$ cat config.mk
export PLATFORM = sky130hd
export DESIGN_NAME = dirty_rect_tracker_scaler
export DESIGN_NICKNAME = d
export VERILOG_FILES = /design/src/hw/rtl/drts_pkg.sv /design/src/hw/rtl/dirty_rect_tracker_scaler.sv /design/src/hw/rtl/drts_ctrl.sv /design/src/hw/rtl/drts_datapath.sv
export SDC_FILE = /design/constraint.sdc
export NUM_CORES = 2
export LEC_CHECK = 0
export ABC_AREA = 1
export CAP_MARGIN = 20
export CORE_MARGIN = 3
export CORE_UTILIZATION = 33
export DETAILED_ROUTE_END_ITERATION = 10
export DONT_BUFFER_PORTS = 1
export PLACE_DENSITY = 0.6
export SETUP_SLACK_MARGIN = 0.3
export SLEW_MARGIN = 30
export SYNTH_ARGS = -nofsm -noshare
export SYNTH_HDL_FRONTEND = slang
export SYNTH_SLANG_ARGS = --single-unit
$ cat constraint.sdc
create_clock -name clk -period 7.5 [get_ports clk]
set_input_delay 0.375 -clock clk [delete_from_list [all_inputs] [get_ports clk]]
set_output_delay 0.375 -clock clk [all_outputs]
set_load 0.01 [all_outputs]
$ cat src/hw/rtl/drts_pkg.sv
// shared types and constants for the dirty rectangle tracker
package drts_pkg;

    localparam int SUM_W   = 17;  // x + w without wrap
    localparam int COORD_W = 16;
    localparam int DIM_W   = 15;
    localparam int SCALE_W = 10;
    localparam int OUT_W   = 15;
    localparam int CFG_IDX_W = 3;
    localparam logic [SCALE_W-1:0] SCALE_UNITY = 10'd100;

    typedef enum logic [2:0] {
        OP_UNION        = 3'd0,
        OP_CURSOR_UNION = 3'd1,
        OP_OVERLAY_ON   = 3'd2,
        OP_OVERLAY_OFF  = 3'd3,
        OP_PRESENT      = 3'd4
    } op_t;

    typedef enum logic [CFG_IDX_W-1:0] {
        REG_LOGICAL_WIDTH  = 3'd0,
        REG_LOGICAL_HEIGHT = 3'd1,
        REG_PHYS_WIDTH     = 3'd2,
        REG_PHYS_HEIGHT    = 3'd3,
        REG_SCALE_PERCENT  = 3'd4,
        REG_FORCE_FRONT    = 3'd5,
        REG_PRESENT_ENABLE = 3'd6
    } cfg_idx_t;

    typedef struct packed {
        logic in_ready;
        logic box_eval;
        logic mul_load;
        logic div_step;
        logic edge_store;
        logic emit;
    } cmd_t;

    typedef struct packed {
        logic present_taken;
        logic need_scale;
        logic last_box;
        logic div_done;
        logic last_edge;
        logic slots_empty;
    } sts_t;

endpackage

$ cat src/hw/rtl/dirty_rect_tracker_scaler.sv
// top level of the dirty rectangle tracker with scaled present mapping
// union and overlay transfers stay idle; the next item is accepted the following cycle
// present: each box is evaluated, then stored if unscaled, else each edge is multiplied,
// divided by the one bit-per-cycle restoring divider (DW = bits of MAX_SCREEN_DIM, 15 at
// default) and stored; results then leave under back-pressure; one item in flight at a time
// async active-low reset clears dirty/overlay flags, control and config registers; scale goes to unity
module dirty_rect_tracker_scaler
#(
    parameter int MAX_SCREEN_DIM = 16384,
    parameter int EDGE_MARGIN    = 8
)
(
    input  logic        clk,
    input  logic        rst_n,
    // configuration write port
    input  logic        cfg_we,
    input  logic [2:0]  cfg_index,
    input  logic [14:0] cfg_data,
    // request stream
    input  logic        s_tvalid,
    output logic        s_tready,
    input  logic [63:0] s_tdata,   // rect_x[15:0], rect_y[31:16], rect_w[47:32], rect_h[63:48]
    input  logic [2:0]  s_tuser,   // op
    // copy rectangle stream
    output logic        m_tvalid,
    input  logic        m_tready,
    output logic [63:0] m_tdata,   // copy_left, copy_top, copy_right, copy_bottom (15 bits each), pad
    output logic [1:0]  m_tuser,   // from_cursor[0], needs_scaling[1]
    output logic        m_tlast    // last rectangle of the present
);

    drts_pkg::cmd_t cmd;
    drts_pkg::sts_t sts;

    // sequencer: decides when each box, edge and divider step happens
    drts_ctrl u_ctrl
    (
        .clk   (clk),
        .rst_n (rst_n),
        .sts   (sts),
        .cmd   (cmd)
    );

    // all arithmetic and all storage but the sequencer state live in the datapath
    drts_datapath
    #(
        .MAX_SCREEN_DIM (MAX_SCREEN_DIM),
        .EDGE_MARGIN    (EDGE_MARGIN)
    )
    u_dp
    (
        .clk       (clk),
        .rst_n     (rst_n),
        .cfg_we    (cfg_we),
        .cfg_index (cfg_index),
        .cfg_data  (cfg_data),
        .s_tvalid  (s_tvalid),
        .s_tdata   (s_tdata),
        .s_tuser   (s_tuser),
        .m_tvalid  (m_tvalid),
        .m_tready  (m_tready),
        .m_tdata   (m_tdata),
        .m_tuser   (m_tuser),
        .m_tlast   (m_tlast),
        .cmd       (cmd),
        .sts       (sts)
    );

    // requests are taken only while the sequencer is idle
    assign s_tready = cmd.in_ready;

endmodule

$ cat src/hw/rtl/drts_ctrl.sv
// controller state machine sequencing present processing
module drts_ctrl
(
    input  logic            clk,
    input  logic            rst_n,
    input  drts_pkg::sts_t  sts,
    output drts_pkg::cmd_t  cmd
);

    typedef enum logic [5:0] {
        S_IDLE  = 6'b000001,
        S_BOX   = 6'b000010,
        S_MUL   = 6'b000100,
        S_DIV   = 6'b001000,
        S_STORE = 6'b010000,
        S_EMIT  = 6'b100000
    } state_t;

    state_t state_reg, state_next;

    always_ff @(posedge clk or negedge rst_n)
    begin
        if (!rst_n)
        begin
            state_reg <= S_IDLE;
        end
        else
        begin
            state_reg <= state_next;
        end
    end

    always_comb
    begin
        cmd        = '0;
        state_next = state_reg;
        unique case (state_reg)
            S_IDLE:
            begin
                cmd.in_ready = 1'b1;
                if (sts.present_taken)
                begin
                    state_next = S_BOX;
                end
            end
            S_BOX:
            begin
                cmd.box_eval = 1'b1;
                if (sts.need_scale)
                begin
                    state_next = S_MUL;
                end
                else if (sts.last_box)
                begin
                    state_next = S_EMIT;
                end
            end
            S_MUL:
            begin
                cmd.mul_load = 1'b1;
                state_next   = S_DIV;
            end
            S_DIV:
            begin
                cmd.div_step = 1'b1;
                if (sts.div_done)
                begin
                    state_next = S_STORE;
                end
            end
            S_STORE:
            begin
                cmd.edge_store = 1'b1;
                if (!sts.last_edge)
                begin
                    state_next = S_MUL;
                end
                else if (sts.last_box)
                begin
                    state_next = S_EMIT;
                end
                else
                begin
                    state_next = S_BOX;
                end
            end
            S_EMIT:
            begin
                cmd.emit = 1'b1;
                if (sts.slots_empty)
                begin
                    state_next = S_IDLE;
                end
            end
            default:
            begin
                state_next = S_IDLE;
            end
        endcase
    end

endmodule

$ cat src/hw/rtl/drts_datapath.sv
// boxes, configuration, edge mapper with serial divider and result slots
module drts_datapath
#(
    parameter int MAX_SCREEN_DIM = 16384,
    parameter int EDGE_MARGIN    = 8
)
(
    input  logic                             clk,
    input  logic                             rst_n,
    input  logic                             cfg_we,
    input  logic [drts_pkg::CFG_IDX_W-1:0]   cfg_index,
    input  logic [drts_pkg::DIM_W-1:0]       cfg_data,
    input  logic                             s_tvalid,
    input  logic [63:0]                      s_tdata,
    input  logic [2:0]                       s_tuser,
    output logic                             m_tvalid,
    input  logic                             m_tready,
    output logic [63:0]                      m_tdata,
    output logic [1:0]                       m_tuser,
    output logic                             m_tlast,
    input  drts_pkg::cmd_t                   cmd,
    output drts_pkg::sts_t                   sts
);

    localparam int DW  = $clog2(MAX_SCREEN_DIM + 1);
    localparam int CNW = $clog2(DW);
    localparam int SW  = drts_pkg::SUM_W;

    // configuration
    logic [drts_pkg::DIM_W-1:0]   lw_reg, lh_reg, pw_reg, ph_reg;
    logic [drts_pkg::SCALE_W-1:0] scale_reg;
    logic                         ff_reg, pe_reg;

    // tracked state
    logic          content_dirty_reg, cursor_dirty_reg, overlay_reg;
    logic [DW-1:0] cbox_reg [4];
    logic [DW-1:0] kbox_reg [4];

    // present work state
    logic [1:0]    work_dirty_reg;
    logic          scaled_reg;
    logic          bidx_reg;
    logic [1:0]    eidx_reg;
    logic [DW-1:0] wedge_reg [4];
    logic [DW-1:0] slot_reg [2][4];
    logic [1:0]    slot_valid_reg;

    // divider
    logic [DW-1:0]  rem_reg, low_reg, quo_reg;
    logic [CNW-1:0] cnt_reg;

    // saturated dimensions
    function automatic logic [DW-1:0] sat_dim(input logic [drts_pkg::DIM_W-1:0] v);
        logic [SW-1:0] ve;
        ve = SW'(v);
        sat_dim = (ve > SW'(MAX_SCREEN_DIM)) ? DW'(MAX_SCREEN_DIM) : DW'(v);
    endfunction

    logic [DW-1:0] lw, lh, pw, ph;
    assign lw = sat_dim(lw_reg);
    assign lh = sat_dim(lh_reg);
    assign pw = sat_dim(pw_reg);
    assign ph = sat_dim(ph_reg);

    logic scaled;
    assign scaled = (scale_reg != drts_pkg::SCALE_UNITY) || (lw != pw) || (lh != ph);

    // input decode
    logic                          accept;
    drts_pkg::op_t                 op;
    logic [drts_pkg::COORD_W-1:0]  rx, ry, rw, rh;
    assign accept = s_tvalid && cmd.in_ready;
    assign op     = drts_pkg::op_t'(s_tuser);
    assign rx     = s_tdata[15:0];
    assign ry     = s_tdata[31:16];
    assign rw     = s_tdata[47:32];
    assign rh     = s_tdata[63:48];

    // union clip
    logic [SW-1:0] ux1, uy1, lwe, lhe;
    logic [DW-1:0] ux1c, uy1c;
    logic          u_ok, to_cursor;
    always_comb
    begin
        lwe  = SW'(lw);
        lhe  = SW'(lh);
        ux1  = SW'(rx) + SW'(rw);
        uy1  = SW'(ry) + SW'(rh);
        ux1c = (ux1 > lwe) ? lw : DW'(ux1);
        uy1c = (uy1 > lhe) ? lh : DW'(uy1);
        u_ok = !ff_reg && (rw != '0) && (rh != '0) && (lw != '0) && (lh != '0)
            && (SW'(rx) < lwe) && (SW'(ry) < lhe);
        to_cursor = (op == drts_pkg::OP_CURSOR_UNION) || overlay_reg;
    end

    // box evaluation for present
    logic [DW-1:0] b0, b1, b2, b3, x1c, y1c;
    logic          box_ok, need_scale;
    always_comb
    begin
        b0 = bidx_reg ? kbox_reg[0] : cbox_reg[0];
        b1 = bidx_reg ? kbox_reg[1] : cbox_reg[1];
        b2 = bidx_reg ? kbox_reg[2] : cbox_reg[2];
        b3 = bidx_reg ? kbox_reg[3] : cbox_reg[3];
        x1c = (b2 > lw) ? lw : b2;
        y1c = (b3 > lh) ? lh : b3;
        box_ok = work_dirty_reg[bidx_reg] && (b0 < lw) && (b1 < lh)
            && (b0 < x1c) && (b1 < y1c);
        need_scale = box_ok && scaled_reg && (pw != '0) && (ph != '0);
    end

    // edge mapping arithmetic
    logic [DW-1:0]   phys_sel, logi_sel, e_sel;
    logic [2*DW-1:0] prod, num;
    logic [DW:0]     trial, vm;
    logic            ge;
    logic [DW-1:0]   edge_val, y1_new;
    always_comb
    begin
        phys_sel = eidx_reg[0] ? ph : pw;
        logi_sel = eidx_reg[0] ? lh : lw;
        e_sel    = wedge_reg[eidx_reg];
        prod     = (2*DW)'(e_sel) * (2*DW)'(phys_sel);
        num      = prod + (eidx_reg[1] ? (2*DW)'(logi_sel - DW'(1)) : '0);
        trial    = {rem_reg, low_reg[DW-1]};
        ge       = trial >= {1'b0, logi_sel};
        vm       = {1'b0, quo_reg} + (DW+1)'(EDGE_MARGIN);
        if (!eidx_reg[1])
        begin
            edge_val = ({1'b0, quo_reg} >= (DW+1)'(EDGE_MARGIN))
                ? DW'({1'b0, quo_reg} - (DW+1)'(EDGE_MARGIN)) : '0;
        end
        else
        begin
            edge_val = (vm < {1'b0, phys_sel}) ? DW'(vm) : phys_sel;
        end
        y1_new = edge_val;
    end

    logic sel;
    assign sel = !slot_valid_reg[0];

    always_ff @(posedge clk or negedge rst_n)
    begin
        if (!rst_n)
        begin
            lw_reg            <= '0;
            lh_reg            <= '0;
            pw_reg            <= '0;
            ph_reg            <= '0;
            scale_reg         <= drts_pkg::SCALE_UNITY;
            ff_reg            <= 1'b0;
            pe_reg            <= 1'b0;
            content_dirty_reg <= 1'b0;
            cursor_dirty_reg  <= 1'b0;
            overlay_reg       <= 1'b0;
            work_dirty_reg    <= '0;
            scaled_reg        <= 1'b0;
            bidx_reg          <= 1'b0;
            eidx_reg          <= '0;
            slot_valid_reg    <= '0;
            cnt_reg           <= '0;
        end
        else
        begin
            if (cfg_we)
            begin
                unique case (drts_pkg::cfg_idx_t'(cfg_index))
                    drts_pkg::REG_LOGICAL_WIDTH:  lw_reg <= cfg_data;
                    drts_pkg::REG_LOGICAL_HEIGHT: lh_reg <= cfg_data;
                    drts_pkg::REG_PHYS_WIDTH:     pw_reg <= cfg_data;
                    drts_pkg::REG_PHYS_HEIGHT:    ph_reg <= cfg_data;
                    drts_pkg::REG_SCALE_PERCENT:  scale_reg <= cfg_data[drts_pkg::SCALE_W-1:0];
                    drts_pkg::REG_FORCE_FRONT:    ff_reg <= cfg_data[0];
                    drts_pkg::REG_PRESENT_ENABLE: pe_reg <= cfg_data[0];
                    default: ;
                endcase
            end

            if (accept)
            begin
                unique case (op)
                    drts_pkg::OP_UNION, drts_pkg::OP_CURSOR_UNION:
                    begin
                        if (u_ok)
                        begin
                            if (to_cursor)
                            begin
                                cursor_dirty_reg <= 1'b1;
                                if (!cursor_dirty_reg || DW'(rx) < kbox_reg[0]) kbox_reg[0] <= DW'(rx);
                                if (!cursor_dirty_reg || DW'(ry) < kbox_reg[1]) kbox_reg[1] <= DW'(ry);
                                if (!cursor_dirty_reg || ux1c > kbox_reg[2]) kbox_reg[2] <= ux1c;
                                if (!cursor_dirty_reg || uy1c > kbox_reg[3]) kbox_reg[3] <= uy1c;
                            end
                            else
                            begin
                                content_dirty_reg <= 1'b1;
                                if (!content_dirty_reg || DW'(rx) < cbox_reg[0]) cbox_reg[0] <= DW'(rx);
                                if (!content_dirty_reg || DW'(ry) < cbox_reg[1]) cbox_reg[1] <= DW'(ry);
                                if (!content_dirty_reg || ux1c > cbox_reg[2]) cbox_reg[2] <= ux1c;
                                if (!content_dirty_reg || uy1c > cbox_reg[3]) cbox_reg[3] <= uy1c;
                            end
                        end
                    end
                    drts_pkg::OP_OVERLAY_ON:  overlay_reg <= 1'b1;
                    drts_pkg::OP_OVERLAY_OFF: overlay_reg <= 1'b0;
                    drts_pkg::OP_PRESENT:
                    begin
                        work_dirty_reg    <= pe_reg ? {cursor_dirty_reg, content_dirty_reg} : 2'b00;
                        content_dirty_reg <= 1'b0;
                        cursor_dirty_reg  <= 1'b0;
                        scaled_reg        <= scaled;
                        bidx_reg          <= 1'b0;
                        slot_valid_reg    <= '0;
                    end
                    default: ;
                endcase
            end

            if (cmd.box_eval)
            begin
                wedge_reg[0] <= b0;
                wedge_reg[1] <= b1;
                wedge_reg[2] <= x1c;
                wedge_reg[3] <= y1c;
                eidx_reg     <= '0;
                if (!need_scale)
                begin
                    slot_reg[bidx_reg][0]    <= b0;
                    slot_reg[bidx_reg][1]    <= b1;
                    slot_reg[bidx_reg][2]    <= x1c;
                    slot_reg[bidx_reg][3]    <= y1c;
                    slot_valid_reg[bidx_reg] <= box_ok && !scaled_reg;
                    bidx_reg                 <= 1'b1;
                end
            end

            if (cmd.mul_load)
            begin
                rem_reg <= num[2*DW-1:DW];
                low_reg <= num[DW-1:0];
                cnt_reg <= '0;
            end

            if (cmd.div_step)
            begin
                rem_reg <= ge ? DW'(trial - {1'b0, logi_sel}) : DW'(trial);
                low_reg <= {low_reg[DW-2:0], 1'b0};
                quo_reg <= {quo_reg[DW-2:0], ge};
                cnt_reg <= cnt_reg + CNW'(1);
            end

            if (cmd.edge_store)
            begin
                slot_reg[bidx_reg][eidx_reg] <= edge_val;
                if (eidx_reg == 2'd3)
                begin
                    slot_valid_reg[bidx_reg] <= (slot_reg[bidx_reg][0] < slot_reg[bidx_reg][2])
                        && (slot_reg[bidx_reg][1] < y1_new);
                    bidx_reg <= 1'b1;
                end
                else
                begin
                    eidx_reg <= eidx_reg + 2'd1;
                end
            end

            if (m_tvalid && m_tready)
            begin
                slot_valid_reg[sel] <= 1'b0;
            end
        end
    end

    // result channel
    assign m_tvalid = cmd.emit && (slot_valid_reg != 2'b00);
    assign m_tlast  = !(slot_valid_reg[0] && slot_valid_reg[1]);
    assign m_tdata  = {4'b0000,
                       drts_pkg::OUT_W'(slot_reg[sel][3]),
                       drts_pkg::OUT_W'(slot_reg[sel][2]),
                       drts_pkg::OUT_W'(slot_reg[sel][1]),
                       drts_pkg::OUT_W'(slot_reg[sel][0])};
    assign m_tuser  = {scaled_reg, sel};

    always_comb
    begin
        sts.present_taken = accept && (op == drts_pkg::OP_PRESENT);
        sts.need_scale    = need_scale;
        sts.last_box      = bidx_reg;
        sts.div_done      = (cnt_reg == CNW'(DW - 1));
        sts.last_edge     = (eidx_reg == 2'd3);
        sts.slots_empty   = (slot_valid_reg == 2'b00);
    end

endmodule

# --- After elaboration in Yosys (flattened, before gate mapping) ---
# Memory sizes are Yosys's and may differ from the RTL's.
# Cells that the tools add are included.
classes:
  n_addsub: 9
  n_mul: 1
  order_cmp: 33
  eq_ne: 28
  muxes: 188
  bitwise_logic: 63
  n_reduce_logical: 79
ops:
  columns: ["cell", "n"]
  rows:
  - ["15-bit 2-to-1 mux", 23]
  - ["15-bit less-than comparator", 10]
  - ["1-bit 2-to-1 mux", 134]
  - ["15-bit greater-than comparator", 6]
  - ["15-bit greater-than comparator, second input constant", 4]
  - ["60-bit 2-to-1 mux", 1]
  - ["1-bit OR", 60]
  - ["15-bit nonzero test", 4]
  - ["16-bit by 15-bit less-than comparator with 1-bit output", 3]
  - ["6-bit 2-to-1 mux", 7]
  - ["6-bit case mux with 6 select lines", 1]
  - ["16-bit by 16-bit adder with 17-bit output", 2]
  - ["17-bit by 15-bit greater-than comparator with 1-bit output", 2]
  - ["1-bit logical AND", 34]
  - ["16-bit nonzero test", 2]
  - ["30-bit adder", 1]
  - ["15-bit demux with 2-bit select", 1]
  - ["15-bit by 15-bit multiplier with 30-bit output", 1]
  - ["30-bit 2-to-1 mux", 1]
  - ["15-bit inequality test", 2]
  - ["2-bit 2-to-1 mux", 11]
  - ["2-bit AND reduction", 11]
  - ["15-bit by 4-bit adder with 16-bit output, second input constant", 1]
  - ["16-bit by 15-bit >= comparator with 1-bit output", 1]
  - ["39 further kinds", 78]
word_totals:
  ff_bits: 138
  mem_bits_rw: 300
  inputBits: 90
  word_cells: 426
  n_memories: 4
memory_table:
  columns: ["memory", "words", "word_bits", "read_ports", "rd_clocked_by_memory_dff", "write_ports", "line", "rtl"]
  rows:
  - ["u_dp.slot_reg", 2, 60, 2, 0, 1, "drts_datapath.sv:45", "logic [DW-1:0] slot_reg [2][4];"]
  - ["u_dp.cbox_reg", 4, 15, 4, 0, 4, "drts_datapath.sv:36", "logic [DW-1:0] cbox_reg [4];"]
  - ["u_dp.kbox_reg", 4, 15, 4, 0, 4, "drts_datapath.sv:37", "logic [DW-1:0] kbox_reg [4];"]
  - ["u_dp.wedge_reg", 4, 15, 1, 0, 4, "drts_datapath.sv:44", "logic [DW-1:0] wedge_reg [4];"]

# --- Depth between registers and ports, before layout ---
depth:
  depth_word: 17
  mapped_depth: 40
  depth_no_buf: 40

# --- Cells and area by module ---
# From an unflattened synthesis, not the netlist that was laid out.
unflattened:
  hier_cells: 4610
  hier_area_um2: 38386.8
modules_own_cells:
  columns: ["module", "instances", "cells_each", "area_per_inst_um2", "seq_area_each_um2"]
  rows:
  - ["drts_datapath", 1, 4550, 37972.7, 12540.8]
  - ["drts_ctrl", 1, 60, 414.1, 151.4]

# --- Least setup slack after synthesis ---
# Ideal clock, no wire load.
synth_path:
  kind: "reg-to-reg"
  start: "register u_dp.eidx_reg[0]"
  end: "register u_dp.rem_reg[10], data pin"
  setup_time_ps: 256
  t_arrival_ps: 6692
  required_ps: 7244
  slack_ps: 553
  stages_incl_launch_ff: 31
  path_buffers: 4
  synth_period_minus_slack_ps: 6947
  cell_sequence: "dfrtp_1 -> inv_2 -> clkbuf_1 -> clkbuf_1 -> buf_2 -> or2_2 -> a32oi_1 -> clkbuf_1 -> nor2_1 -> fa_1 -> inv_1 -> fa_1 -> inv_1 -> fa_1 -> fa_1 -> fa_1 -> inv_1 -> fa_1 -> inv_1 -> ha_1 -> a21oi_1 -> o21ai_0 -> a21oi_1 -> o21ai_1 -> nand2_1 -> nand2_1 -> nand2_1 -> nand2_1 -> or2_1 -> nand3_1 -> nand2_1"
synth_between:
  elab_chain_cells: 6
synth_lines:
  columns: ["element", "line", "rtl"]
  rows:
  - ["start: declaration", "drts_datapath.sv:43", "logic [1:0] eidx_reg;"]
  - ["start signal: assignment", "drts_datapath.sv:264", "eidx_reg <= eidx_reg + 2'd1;"]
  - ["branches (longest 5 deep; another with 15-bit by 15-bit multiplier with 30-bit output)", null, null]
  - ["15-bit 2-to-1 mux (*)", "drts_datapath.sv:245", "if (cmd.div_step)"]
  - ["end signal: assignment", "drts_datapath.sv:240", "rem_reg <= num[2*DW-1:DW];"]
  - ["end signal: assignment", "drts_datapath.sv:247", "rem_reg <= ge ? DW'(trial - {1'b0, logi_sel}) : DW'(trial);"]
  - ["end: declaration", "drts_datapath.sv:49", "logic [DW-1:0] rem_reg, low_reg, quo_reg;"]
# Mark *: on every way between the ends. The select of a mux whose other input is x is not followed.
# A chain may end at the register's enable or synchronous reset.

# --- Worst setup path after layout ---
layout_path:
  start: "register u_dp.eidx_reg[0]"
  end: "register u_dp.rem_reg[1], data pin"
# The elaborated chain is that of the path after synthesis.

==> reports/results.ini <==
[logic_synthesis]
synth-edff-count = 345
synth_largest_area_cell = edfxtp_1
synthCells = 4550
ys_ff_latch = 438
synth_area_um2 = 38000
ys_types = 75
synth_ff_type = edfxtp_1
seq_area_frac_synth_pct = 33.4
yosys_warnings = 0
synth_area_per_cell_um2 = 8.36
synth_common_cells = nand2_1, inv_1, ha_1, o21ai_0, edfxtp_1
synthArstFlopShare_pct = 21.2
synth_top_area_share_pct = 27.2
netlist_top_cells_area = edfxtp_1, ha_1, fa_1, nand2_1, inv_1
yosysMostFrequentCell = nand2_1

[status]
outcome = finished, final reports clean

[setup_path]
crit_path_top_delay_cell = fa_1
setup.worst_path.class = register to register
cp.arrival_ns = 7.30
r2r_start = u_dp.eidx_reg[0]$_DFF_PN0_
required_ns = 7.87
cp.buffers_inverters = 8
critPathMostFrequentCell = fa_1
critPathLaunch = u_dp.eidx_reg[0]$_DFF_PN0_
crit_path_end_kind = register
slowest_delay_ns = 0.55
start_kind = register
crit_fanout = 32
path_delay_family = adder cells

[clock_network]
cts_max_path_buffers = 3
cts.sinks = 438
clock_latency_ns = 0.65
root_buffer = clkbuf_16
clk_pin_slew_worst_paths_ns = 0.06
numCtsBuffers = 53
ctsHtreeMaxLevel = 2
cts_tree = yes

[cells_and_area]
fill_cells = 11500
stdcell_area_um2 = 43200
finish.utilization_pct = 38.1
drive_gt1_share_pct = 9.45
final_cells = 6231
final_nets = 5424
area_growth_pct = 13.7
largest_reg_flops = 120

[placed_design]
place_area_um2 = 40600
gp_congestion = 0.962
numPortBuffers = 0
dp_hpwl_um = 101000
dp_cells = 6070

[drt]
routed_wl_um = 127000
dr_wl_met3_um = 9000
drt-vias-per-instance = 5.14
drt_iter0_drc = 2778
drt-wirelength-per-cell_um = 20.4
wl_met1_um = 57200
wl_met2_um = 56900
num_vias = 32000
antenna_left = 0
top_layer = met4
dr.pass1.iters = 5
drc = 0

[timing]
slew_headroom_pct = 25.9
slew_violations = 0
hold_viol_final = 0
fmax_mhz = 144
rsz0062_at_grt = true
min_period_ns = 6.93
tns_ns = 0
worstMarginPinSlew_ns = 1.10
post-route-period-util_pct = 92.4
fin_skew_ns = 0.0466
setup_viol = 0

[die]
die-area_um2 = 119000
initial_utilization_pct = 33.5
die_w_um = 345
die_h_um = 345
core_um2 = 113000
top_level_ports = 159
row_count = 123

[worst_hold_path]
hp-class = input pin to register
worstHoldStart = cfg_index[1]

[job]
cap_violations = 0

[pwr]
p_leak_uw = 0.0202
ir_worst_vdd_v = 0.000555
power_density_nw_per_um2 = 359

[grt]
grt_pass1_vias = 31300
antenna_found_initial = 3
grt_pass1_wl_um = 192000
gr-usage-all-layers_pct = 20.8
grt_max_degree = 95
overflow = 0

## what timing repair did
item | 4_1_cts | 5_1_grt
setup endpoints to repair | 2 | 16
pin swaps | 0 | 7
hold endpoints to repair | 157 | 0
buffers inserted | 0 | 20
cloned | 0 | 1
hold buffers | 38 | 0
gates resized for setup | 2 | 73
## cell type report
| type | instances | area [µm²] | area share [%] |
|---|---|---|---|
| clock buffers | 68 | 1420 | 3.29 |
| well taps | 1500 | 1880 | 4.34 |
| flip-flops and latches | 438 | 12700 | 29.4 |
| inverters | 788 | 2990 | 6.93 |
| multi-input cells | 3194 | 22100 | 51.1 |
| clock inverters | 30 | 337 | 0.779 |
| repair buffers | 210 | 1790 | 4.15 |
| diodes | 3 | 7.51 | 0.0174 |
## path summary, 6_finish.rpt
| kind | endpoint | slack (ns) | cells past startpoint |
|---|---|---|---|
| setup / recovery | u_dp.rem_reg[1]$_DFFE_PP_ | 0.57 | 26 |
| hold / removal | u_dp.pe_reg$_DFFE_PN0P_ | 0.03 | 4 |
| setup reg to reg | u_dp.rem_reg[1]$_DFFE_PP_ | 0.57 | 26 |
| hold reg to reg | u_dp.work_dirty_reg[0]$_DFFE_PN0P_ | 0.48 | 2 |
| max in group asynchronous | u_dp.bidx_reg$_DFF_PN0_ | 6.67 | 2 |
| min in group asynchronous | u_ctrl.state_reg[3]$_DFFE_PN0P_ | 0.38 | 2 |
## placed cells by master, fill, tap and decap left out, types with 15 or more instances in the layout
master	count
a211oi_1	24
a21oi_1	232
buf_4	161
clkbuf_16	54
dfrtp_1	86
dlygate4sd3_1	37
edfxtp_1	345
fa_1	196
ha_1	446
inv_1	745
inv_2	27
nand2_1	957
nand2_2	20
nand3_1	100
nand4_1	54
nor2_1	307
nor3_1	36
nor4_1	23
o211ai_1	15
o21ai_0	431
o21ai_1	41
o21ai_2	17
or2_2	47
xnor2_1	16
xor2_1	55
## power by group
group	internal, µW	total [µW]	switching (µW)
clock network	1550	2660	1110
registers	3120	3270	150
logic	3390	9600	6200
total	8060	15500	7460
## routing by layer
| layer | GRT usage [%] | vias up |
|---|---|---|
| li1 | - | 15300 |
| met1 | 29.2 | 15400 |
| met2 | 33.1 | 1116 |
| met3 | 3.13 | 208 |
| met4 | 6.26 | 0 |
| met5 | 0 | - |
## cell families after synthesis
logic type	share of synthesized area (%)
xor gates and xnor gates	1.64
DFF	33.4
muxes	0.0527
AOI/OAI and AO/OA	13.0
adders and majority gates	25.3
buffers and inverters	9.27
other	0.00986
and+or+nand+nor	17.4
## worst register-to-register path: stages, from the launching register on
cell	delay (ns)
dfrtp_2	0.43
inv_2	0.15
buf_12	0.20
or2_2	0.28
a32oi_1	0.19
buf_4	0.25
clkinvlp_4	0.22
buf_12	0.18
nand2_1	0.08
fa_1	0.42
inv_1	0.08
fa_1	0.41
ha_1	0.24
fa_1	0.55
inv_1	0.05
fa_1	0.47
fa_1	0.55
inv_1	0.05
ha_1	0.33
a21oi_1	0.21
nor2_1	0.09
nor2_1	0.16
o21bai_1	0.14
a21oi_1	0.30
o311ai_1	0.14
o21ai_0	0.35
o21ai_0	0.16
## through the flow
| step | power (µW) | hold WS [ns] | worst slack [ns] |
|---|---|---|---|
| after detailed placement | 12300 | 0.0978 | 0.206 |
| after global placement | 12200 | 0.0973 | 0.343 |
| after floorplan | 9440 | 0.0794 | 0.553 |
| final | 15500 | 0.0323 | 0.567 |
| after global routing | 17000 | 0.0438 | 0.231 |
| after CTS | 15100 | 0.000602 | 0.301 |
(Power assumes the default switching activity.)
